--- src/rtl/assert_macros.svh ---
// Assertion macros shared by the RTL of the voice sample unit.
// Define NO_ASSERTIONS to compile the checks out.
`ifndef ASSERT_MACROS_SVH
`define ASSERT_MACROS_SVH
`ifndef NO_ASSERTIONS
// combinational or implication property, sampled on clk, off in reset
`define ASSERT_CLK(lbl, prop, msg) \
  lbl: assert property (@(posedge clk) disable iff (!rst_n) (prop)) else $error(msg);
// antecedent implies consequent in the next cycle
`define ASSERT_NEXT(lbl, ante, cons, msg) \
  lbl: assert property (@(posedge clk) disable iff (!rst_n) (ante) |=> (cons)) \
    else $error(msg);
`else
`define ASSERT_CLK(lbl, prop, msg)
`define ASSERT_NEXT(lbl, ante, cons, msg)
`endif
`endif

--- src/rtl/adsrv_pkg.sv ---
// Types, constants and helper functions of the ADSR voice sample unit.
// No dependencies.
`default_nettype none
package adsrv_pkg;

  typedef struct packed {
    logic [6:0]  note_number;
    logic [31:0] time_since_on;
    logic [31:0] held_length;
  } in_item_t;

  typedef struct packed {
    logic signed [15:0] voice_sample;
    logic [2:0]         segment;
  } out_item_t;

  localparam logic [2:0] SEG_ATTACK  = 3'd0;
  localparam logic [2:0] SEG_DECAY   = 3'd1;
  localparam logic [2:0] SEG_SUSTAIN = 3'd2;
  localparam logic [2:0] SEG_RELEASE = 3'd3;
  localparam logic [2:0] SEG_SILENT  = 3'd4;

  localparam logic [2:0] REG_ATTACK  = 3'd0;
  localparam logic [2:0] REG_DECAY   = 3'd1;
  localparam logic [2:0] REG_RELEASE = 3'd2;
  localparam logic [2:0] REG_VEL     = 3'd3;
  localparam logic [2:0] REG_HARM2   = 3'd4;
  localparam logic [2:0] REG_HARM3   = 3'd5;

  localparam logic [16:0] ONE_Q16     = 17'd65536;
  localparam logic [16:0] SUSTAIN_Q16 = 17'd52429;
  localparam logic [13:0] DECAY_DROP  = 14'd13107;

  // pipeline depths, acceptance to registered result
  localparam int ENV_LAT = 20;
  localparam int OSC_LAT = 9;

  // envelope result, one per pipeline slot
  typedef struct packed {
    logic        valid;
    logic [2:0]  seg;
    logic [16:0] env;
  } env_res_t;

  // mixed oscillator value as sign and magnitude
  typedef struct packed {
    logic        neg;
    logic [14:0] mag;
  } mix_t;

  // base frequency of notes 60..71, Hz in Q16
  function automatic logic [24:0] base_freq(input logic [3:0] semi);
    logic [24:0] f;
    case (semi)
      4'd0:    f = 25'd17146184;
      4'd1:    f = 25'd18165268;
      4'd2:    f = 25'd19245302;
      4'd3:    f = 25'd20390216;
      4'd4:    f = 25'd21602632;
      4'd5:    f = 25'd22913352;
      4'd6:    f = 25'd24247927;
      4'd7:    f = 25'd25690112;
      4'd8:    f = 25'd27217428;
      4'd9:    f = 25'd28835840;
      4'd10:   f = 25'd30550524;
      4'd11:   f = 25'd32366920;
      default: f = 25'd0;
    endcase
    return f;
  endfunction

endpackage
`default_nettype wire

--- src/rtl/adsrv_env.sv ---
// ADSR envelope pipeline: segment decode, numerator setup, a 17-stage
// restoring divider and a final envelope stage. Depends on adsrv_pkg.
`default_nettype none
module adsrv_env (
  input  wire logic              clk,
  input  wire logic              rst_n,
  input  wire logic              in_valid,
  input  wire logic [31:0]       t,
  input  wire logic [31:0]       held,
  input  wire logic [23:0]       attack_time,
  input  wire logic [23:0]       decay_time,
  input  wire logic [23:0]       release_time,
  output adsrv_pkg::env_res_t    env_res
);
  import adsrv_pkg::*;

  localparam int NDIV = 17;

  // stage 0: segment and time offset
  logic        v0_r;
  logic [2:0]  seg0_r;
  logic [23:0] diff0_r;
  logic        az0_r;
  logic [2:0]  seg0_nxt;
  logic [23:0] diff0_nxt;
  logic [32:0] t4;
  logic [24:0] t2;

  always_comb begin
    t4 = {1'b0, held} + {9'd0, release_time};
    t2 = {1'b0, attack_time} + {1'b0, decay_time};
    diff0_nxt = 24'd0;
    if ({1'b0, t} >= t4) begin
      seg0_nxt = SEG_SILENT;
    end else if (t <= {8'd0, attack_time}) begin
      seg0_nxt  = SEG_ATTACK;
      diff0_nxt = t[23:0];
    end else if ({1'b0, t} <= {8'd0, t2}) begin
      seg0_nxt  = SEG_DECAY;
      diff0_nxt = t[23:0] - attack_time;
    end else if (t <= held) begin
      seg0_nxt = SEG_SUSTAIN;
    end else begin
      seg0_nxt  = SEG_RELEASE;
      diff0_nxt = t[23:0] - held[23:0];
    end
  end

  always_ff @(posedge clk) begin
    if (!rst_n) begin
      v0_r <= 1'b0;
    end else begin
      v0_r <= in_valid;
    end
    seg0_r  <= seg0_nxt;
    diff0_r <= diff0_nxt;
    az0_r   <= (attack_time == 24'd0);
  end

  // stage 1: numerator and divisor
  logic        v1_r;
  logic [2:0]  seg1_r;
  logic        az1_r;
  logic [39:0] num1_r;
  logic [23:0] den1_r;
  logic [39:0] num1_nxt;
  logic [23:0] den1_nxt;

  always_comb begin
    case (seg0_r)
      SEG_ATTACK: begin
        num1_nxt = {diff0_r, 16'd0};
        den1_nxt = attack_time;
      end
      SEG_DECAY: begin
        num1_nxt = 40'(diff0_r) * 40'(DECAY_DROP);
        den1_nxt = decay_time;
      end
      SEG_RELEASE: begin
        num1_nxt = 40'(diff0_r) * 40'(SUSTAIN_Q16);
        den1_nxt = release_time;
      end
      default: begin
        num1_nxt = 40'd0;
        den1_nxt = 24'd1;
      end
    endcase
  end

  always_ff @(posedge clk) begin
    if (!rst_n) begin
      v1_r <= 1'b0;
    end else begin
      v1_r <= v0_r;
    end
    seg1_r <= seg0_r;
    az1_r  <= az0_r;
    num1_r <= num1_nxt;
    den1_r <= den1_nxt;
  end

  // divider: stage i settles quotient bit NDIV-1-i
  logic        dv_r   [NDIV];
  logic [2:0]  dseg_r [NDIV];
  logic        daz_r  [NDIV];
  logic [40:0] rem_r  [NDIV];
  logic [16:0] q_r    [NDIV];
  logic [23:0] den_r  [NDIV];
  logic [40:0] rem_nxt [NDIV];
  logic [16:0] q_nxt   [NDIV];

  always_comb begin
    for (int i = 0; i < NDIV; i++) begin
      logic [40:0] rp;
      logic [16:0] qp;
      logic [40:0] dsh;
      rp  = (i == 0) ? {1'b0, num1_r} : rem_r[(i == 0) ? 0 : i - 1];
      qp  = (i == 0) ? 17'd0 : q_r[(i == 0) ? 0 : i - 1];
      dsh = {17'd0, ((i == 0) ? den1_r : den_r[(i == 0) ? 0 : i - 1])} << (NDIV - 1 - i);
      q_nxt[i] = qp;
      if (rp >= dsh) begin
        rem_nxt[i] = rp - dsh;
        q_nxt[i][NDIV - 1 - i] = 1'b1;
      end else begin
        rem_nxt[i] = rp;
      end
    end
  end

  always_ff @(posedge clk) begin
    if (!rst_n) begin
      for (int i = 0; i < NDIV; i++) dv_r[i] <= 1'b0;
    end else begin
      dv_r[0] <= v1_r;
      for (int i = 1; i < NDIV; i++) dv_r[i] <= dv_r[i - 1];
    end
    dseg_r[0] <= seg1_r;
    daz_r[0]  <= az1_r;
    den_r[0]  <= den1_r;
    for (int i = 1; i < NDIV; i++) begin
      dseg_r[i] <= dseg_r[i - 1];
      daz_r[i]  <= daz_r[i - 1];
      den_r[i]  <= den_r[i - 1];
    end
    for (int i = 0; i < NDIV; i++) begin
      rem_r[i] <= rem_nxt[i];
      q_r[i]   <= q_nxt[i];
    end
  end

  // final envelope value
  logic        ev_r;
  logic [2:0]  eseg_r;
  logic [16:0] env_r;
  logic [16:0] env_nxt;
  logic [16:0] qf;

  always_comb begin
    qf = q_r[NDIV - 1];
    case (dseg_r[NDIV - 1])
      SEG_ATTACK:  env_nxt = daz_r[NDIV - 1] ? ONE_Q16 : qf;
      SEG_DECAY:   env_nxt = ONE_Q16 - qf;
      SEG_SUSTAIN: env_nxt = SUSTAIN_Q16;
      SEG_RELEASE: env_nxt = SUSTAIN_Q16 - qf;
      default:     env_nxt = 17'd0;
    endcase
  end

  always_ff @(posedge clk) begin
    if (!rst_n) begin
      ev_r <= 1'b0;
    end else begin
      ev_r <= dv_r[NDIV - 1];
    end
    eseg_r <= dseg_r[NDIV - 1];
    env_r  <= env_nxt;
  end

  assign env_res = '{valid: ev_r, seg: eseg_r, env: env_r};

endmodule
`default_nettype wire

--- config.mk ---
export PLATFORM = sky130hd
export DESIGN_NAME = adsrv_env
export DESIGN_NICKNAME = d
export VERILOG_FILES = /design/src/rtl/assert_macros.svh /design/src/rtl/adsrv_pkg.sv /design/src/rtl/adsrv_env.sv
export SDC_FILE = /design/constraint.sdc
export NUM_CORES = 2
export LEC_CHECK = 0
export BUFFER_PORTS_ARGS = -buffer_cell sky130_fd_sc_hd__buf_2
export CELL_PAD_IN_SITES_DETAIL_PLACEMENT = 1
export CELL_PAD_IN_SITES_GLOBAL_PLACEMENT = 1
export CORE_ASPECT_RATIO = 1.2
export CORE_UTILIZATION = 30
export CTS_BUF_LIST = sky130_fd_sc_hd__clkbuf_16
export DETAILED_ROUTE_END_ITERATION = 10
export GPL_ROUTABILITY_DRIVEN = 0
export PLACE_DENSITY_LB_ADDON = 0.1
export SYNTH_ARGS = -nofsm -noshare
export SYNTH_HDL_FRONTEND = slang
export SYNTH_SLANG_ARGS = --single-unit
--- constraint.sdc ---
create_clock -name clk -period 8 [get_ports clk]
set_input_delay 1.6 -clock clk [delete_from_list [all_inputs] [get_ports clk]]
set_output_delay 1.6 -clock clk [all_outputs]
set_load 0.005 [all_outputs]
# After elaboration in Yosys (flattened, before gate mapping)
# Memories as Yosys holds them, arrays and structs flattened. A register that Yosys moved wholly into a read port is not among the register bits.
# Index checks and enable logic that the tools add are counted.
dict set report totals {
  regBits 118
  ramBits 1479
  in_bits 139
  output_inout_bits 21
  mem_count 6
}
dict set report classes {
  add_sub_neg 23
  n_mul 2
  n_lt_le_gt_ge 21
  n_eq_ne 5
  mux 63
  n_bitwise 17
  n_reduce_logical 6
}
# name depth word_bits rd rd_clocked_by_memory_dff write_ports line
set mem_list {}
lappend mem_list {rem_r 17 41 16 0 17 adsrv_env.sv:106} ;# logic [40:0] rem_r [NDIV];
lappend mem_list {den_r 17 24 16 0 17 adsrv_env.sv:108} ;# logic [23:0] den_r [NDIV];
lappend mem_list {q_r 17 17 17 0 17 adsrv_env.sv:107} ;# logic [16:0] q_r [NDIV];
lappend mem_list {dseg_r 17 3 17 0 17 adsrv_env.sv:104} ;# logic [2:0] dseg_r [NDIV];
lappend mem_list {daz_r 17 1 17 0 17 adsrv_env.sv:105} ;# logic daz_r [NDIV];
lappend mem_list {dv_r 17 1 17 1 17 adsrv_env.sv:103} ;# logic dv_r [NDIV];
# op n
set ops {}
lappend ops {{41-bit 2-to-1 mux} 17}
lappend ops {{40-bit case mux with 3 select lines} 1}
lappend ops {{24-bit 2-to-1 mux} 3}
lappend ops {{24-bit case mux with 3 select lines} 1}
lappend ops {{17-bit case mux with 4 select lines} 1}
lappend ops {{24-bit subtractor} 2}
lappend ops {{41-bit by 24-bit >= comparator with 1-bit output} 1}
lappend ops {{41-bit by 25-bit >= comparator with 1-bit output} 1}
lappend ops {{41-bit by 26-bit >= comparator with 1-bit output} 1}
lappend ops {{41-bit by 27-bit >= comparator with 1-bit output} 1}
lappend ops {{41-bit by 28-bit >= comparator with 1-bit output} 1}
lappend ops {{41-bit by 29-bit >= comparator with 1-bit output} 1}
lappend ops {{41-bit by 30-bit >= comparator with 1-bit output} 1}
lappend ops {{41-bit by 31-bit >= comparator with 1-bit output} 1}
lappend ops {{41-bit by 32-bit >= comparator with 1-bit output} 1}
lappend ops {{41-bit by 33-bit >= comparator with 1-bit output} 1}
lappend ops {{41-bit by 34-bit >= comparator with 1-bit output} 1}
lappend ops {{41-bit by 35-bit >= comparator with 1-bit output} 1}
lappend ops {{41-bit by 36-bit >= comparator with 1-bit output} 1}
lappend ops {{41-bit by 37-bit >= comparator with 1-bit output} 1}
lappend ops {{41-bit by 38-bit >= comparator with 1-bit output} 1}
lappend ops {{41-bit by 39-bit >= comparator with 1-bit output} 1}
lappend ops {{40-bit by 40-bit subtractor with 41-bit output} 1}
lappend ops {{41-bit by 24-bit subtractor with 41-bit output} 1}
lappend ops {{other kinds (37)} 94}

# Longest topological paths before layout
dict set report logic_depth {
  word_depth 4
  ltp_mapped 24
}

# Worst setup path before layout
# OpenSTA, ideal clock, no wires.
dict set report synth_path {
  path_kind {input to register}
  from {in attack_time[0]}
  to {reg diff0_r[9]}
  setup_time_ns 0.078
  arrival_ns 6.257
  path_slack_ns 1.665
  path_stages 23
  cell_sequence {ha_1 fa_1 a21o_1 a21oi_1 o21bai_1 a2111o_1 a31oi_1 o21ai_0 nor2b_1 nor2_1 o41ai_1 xor2_1 ha_1 and3_1 nand3_1 nor3_1 o41a_1 nor4_1 a21oi_1 nand2_1 clkbuf_1 o221a_2 nor3_1}
}
dict set report synth_between {
  elab_chain_cells 4
}
# item line
set synth_rtl {}
lappend synth_rtl {{start, declared} adsrv_env.sv:10} ;# input wire logic [23:0] attack_time,
lappend synth_rtl {{24-bit by 24-bit adder with 25-bit output} adsrv_env.sv:31} ;# t2 = {1'b0, attack_time} + {1'b0, decay_time};
lappend synth_rtl {{32-bit by 25-bit <= comparator with 1-bit output} adsrv_env.sv:38} ;# end else if ({1'b0, t} <= {8'd0, t2}) begin
lappend synth_rtl {{24-bit 2-to-1 mux} adsrv_env.sv:38}
lappend synth_rtl {{24-bit 2-to-1 mux (*)} adsrv_env.sv:35} ;# end else if (t <= {8'd0, attack_time}) begin
lappend synth_rtl {{end signal, assigned} adsrv_env.sv:56} ;# diff0_r <= diff0_nxt;
lappend synth_rtl {{end, declared} adsrv_env.sv:22} ;# logic [23:0] diff0_r;
# Every way passes the cells marked *; elsewhere a longest branch is shown, timed or not.
# A chain may end at the register's enable or synchronous reset.

# Final worst setup path
dict set report layout_path {
  from {reg diff0_r[6]}
  to {reg num1_r[34]}
}
dict set report layout_between {
  elab_chain_cells 2
}
# item line
set layout_rtl {}
lappend layout_rtl {{24-bit by 16-bit multiplier with 40-bit output / 24-bit by 14-bit multiplier with 38-bit output (equally long branches)} {adsrv_env.sv:80, adsrv_env.sv:76}}
lappend layout_rtl {{40-bit case mux with 3 select lines (*)} adsrv_env.sv:70} ;# case (seg0_r)
lappend layout_rtl {{via num1_nxt[34]} adsrv_env.sv:66} ;# logic [39:0] num1_nxt;
lappend layout_rtl {{end signal, assigned} adsrv_env.sv:98} ;# num1_r <= num1_nxt;
lappend layout_rtl {{end, declared} adsrv_env.sv:64} ;# logic [39:0] num1_r;
# Mark *: on every way through the listed nets, which the timed path passes. The rest lies on a longest branch.

==> metrics <==
Clk network pwr share=0.187; Post-CTS Hold Buffers=0; Reg area=0.0280 mm^2; I/O pin cnt=160; Pleak=0.0370 uW; Synth area leaders=dfxtp_1, ha_1, fa_1, inv_1, a21oi_1; R2R cell count=23; Hold Vio Cnt, Final=0; Final Setup Violations=0; run status=completed; initial drt markers=2,410; Seq/Total Area, Yosys=0.372; cell with the most instances after synthesis=dfxtp_1; Total Wirelength=245 mm; dominant cell type by area after synthesis=dfxtp_1; initial antenna violation count=7; Worst Hold Launch=q_r[0][236]; Seq pwr share=0.281; Setup crit end kind=register; drt drc=0; CTS tree=done; P&R area growth vs syn=13.0%; htree depth=4; Hold Path Stages=0; Die Y=550 um; Yosys warnings=0; Post-Syn Instances=8,131; r2r endpoint=num1_r[34]; Post-synth top cells=dfxtp_1, inv_1, ha_1; P_int=22,000 uW; net switching power=16,500 uW; DR WL/cell=20.8 um; maximum clock path buffer count=4; clock latency on the worst-skew pair=0.84 ns; Initial Util=0.303; TritonRoute pass-1 iters=5; CTS resizes=0; DP HPWL=203 mm; IO Port Bufs=159; vias per cell=4.89; fin crit period=7.15 ns; CTS Sinks=1,397; GRT Total Usage=0.192; layout cells sized above 1=0.0727; RSZ-0062 raised after global routing=no; syn avg cell area=9.24 um^2; Final WS setup=0.854 ns; Critical Path AT=7.84 ns; max cap viols=0; GRT Residual Overflow=0; final slew viol count=0; Root Driver=clkbuf_16; CORE AREA=0.248 mm^2; worst slack at placement=0.642 ns; Final Cycle Share=0.893; top-area cell type share of the netlist area=0.372; Combinational Power Share=0.532; Main synth FF type=dfxtp_1; via count=57,500; Slew headroom=0.164; clk slew on worst S/H paths=0.06 ns; Hold Path End=q_r[0][253]; Worst EP required=8.69 ns; Slew @ Worst Pin=1.24 ns; r2r setup slk=0.85 ns; Setup crit start kind=register; Post-Syn Area=0.0752 mm^2; Chip Width=459 um; flops & latches, synth=1,397; largest net degree at the start of global routing=51; Hold WC Path Type=register to register; Net Sw Frac=0.429; clock buffer count from CTS=161; asr flop ratio synth=0; Hold WS=0.302 ns; r2r startpoint=diff0_r[6]; DIE AREA=0.253 mm^2; Sum Neg Setup Slack=0 ns; nets@finish=9,476; post-synth cell types=94; vias in the first global route=61,800; PwrDens=454 mW/mm^2; Post-synth EDFFs=0; maximum VDD drop=199 uV; remaining antenna violation count=0; FMAX=0.140 GHz; clk_skew=0.0625 ns; cell row count=200; total power=38,500 uW; crit-path max FO=11; syn_nets=9,287; setup bufs post-CTS=0; Multi-input gate area=0.0430 mm^2; FILL cells=28,600; critical path class=register to register; first-pass GRT wire length=374 mm
==> flip-flops by register name, summed over array words and instances, names as in the netlist, 3 cells and up <==
register and flops:
daz_r 17, den1_r 24, den_r 384, diff0_r 24, dseg_r 51, dv_r 17
env_r 17, eseg_r 3, num1_r 40, q_r 153, rem_r 656, seg0_r 3
seg1_r 3
==> layout make-up <==
class	instances	share of cell area
antenna	1	0.0000295
clock buffer	164	0.0483
clock inverter	110	0.0119
inverter	952	0.0421
multi-input combinational	5605	0.506
sequential	1397	0.329
tap	3333	0.0491
timing repair buffer	203	0.0133
==> metrics by stage <==
stage          instance area [um^2]  utilization  instances
4_1_cts                       84900        0.342      11800
3_3_place_gp                  79800        0.322      11500
3_5_place_dp                  79800        0.322      11500
5_1_grt                       84900        0.342      11800
6_report                      84900        0.342      11800
2_1_floorplan                 75200            -       8131
==> placed cells by master, fill, tap and decap left out, types with 35 or more instances in the layout <==
cell type | synthesis | final
and3_1 | 59 | 59
xnor2_1 | 326 | 326
nor2_1 | 470 | 469
a22oi_1 | 35 | 35
o21a_1 | 88 | 88
o211ai_1 | 37 | 37
nand3_1 | 127 | 127
o31ai_1 | 40 | 39
o21bai_1 | 61 | 61
clkbuf_16 | 0 | 164
nor2b_1 | 65 | 65
ha_1 | 798 | 798
xor2_1 | 291 | 291
or3_1 | 41 | 41
o21ai_0 | 463 | 462
nor4_1 | 82 | 81
buf_4 | 3 | 44
dfxtp_1 | 1397 | 1396
fa_1 | 219 | 219
nand2b_1 | 102 | 101
nor3_1 | 154 | 153
a211oi_1 | 49 | 48
mux2_2 | 94 | 94
buf_2 | 9 | 159
and2_1 | 42 | 42
nand2_1 | 503 | 503
a21oi_1 | 571 | 569
nand4_1 | 97 | 97
inv_1 | 951 | 966
a31oi_1 | 54 | 54
a21o_1 | 262 | 262
==> power groups by stage <==
stage	clock network, uW	logic (uW)	registers, uW
6_report	7220	20500	10800
2_1_floorplan	0	15300	10100
4_1_cts	7540	20800	10900
3_3_place_gp	0	20400	11100
3_5_place_dp	0	20600	11100
5_1_grt	7820	23100	11100
==> worst max-delay path, cell delays in order, from the launching register on <==
cell	delay, ns
dfxtp_1	0.77
ha_1	0.42
xor2_1	0.19
ha_1	0.29
inv_1	0.05
fa_1	0.56
inv_1	0.09
fa_1	0.51
fa_1	0.58
inv_1	0.07
fa_1	0.50
inv_1	0.04
ha_1	0.36
and3_1	0.23
a221o_1	0.34
nor4bb_1	0.30
o2bb2ai_1	0.28
nor4_1	0.15
a2111oi_2	0.37
buf_4	0.21
o21ai_0	0.14
a21boi_0	0.28
xor2_1	0.17
o221ai_1	0.13
==> worst max-delay path by stage <==
| stage | startpoint | end | slack (ns) | depth (start not counted) |
|---|---|---|---|---|
| 2_1_floorplan | attack_time[0] | diff0_r[9] | 1.67 | 23 |
| 3_3_place_gp | attack_time[0] | diff0_r[23] | 0.76 | 23 |
| 3_5_place_dp | attack_time[0] | diff0_r[23] | 0.64 | 23 |
| 4_1_cts | diff0_r[6] | num1_r[34] | 0.89 | 23 |
| 5_1_grt | diff0_r[4] | num1_r[34] | 0.53 | 23 |
| 6_report | diff0_r[6] | num1_r[34] | 0.85 | 23 |
==> metal layers <==
metal,track usage,wire length (um)
met2,0.364,127000
met5,0,0
met1,0.218,102000
met4,0.0726,9560
met3,0.0196,5690
==> logic make-up after synthesis <==
group                    count (synthesis)  share of synthesized area
AO/OA/AOI/OAI                         1953                      0.166
AND/OR/NAND/NOR                       1897                      0.124
adder cells (fa/ha/maj)               1017                      0.191
buffers and inverters                 1129                     0.0571
multiplexers                           121                     0.0177
flip-flops                            1397                      0.372
XOR/XNOR                               617                     0.0719
(Power assumes the default switching activity.)
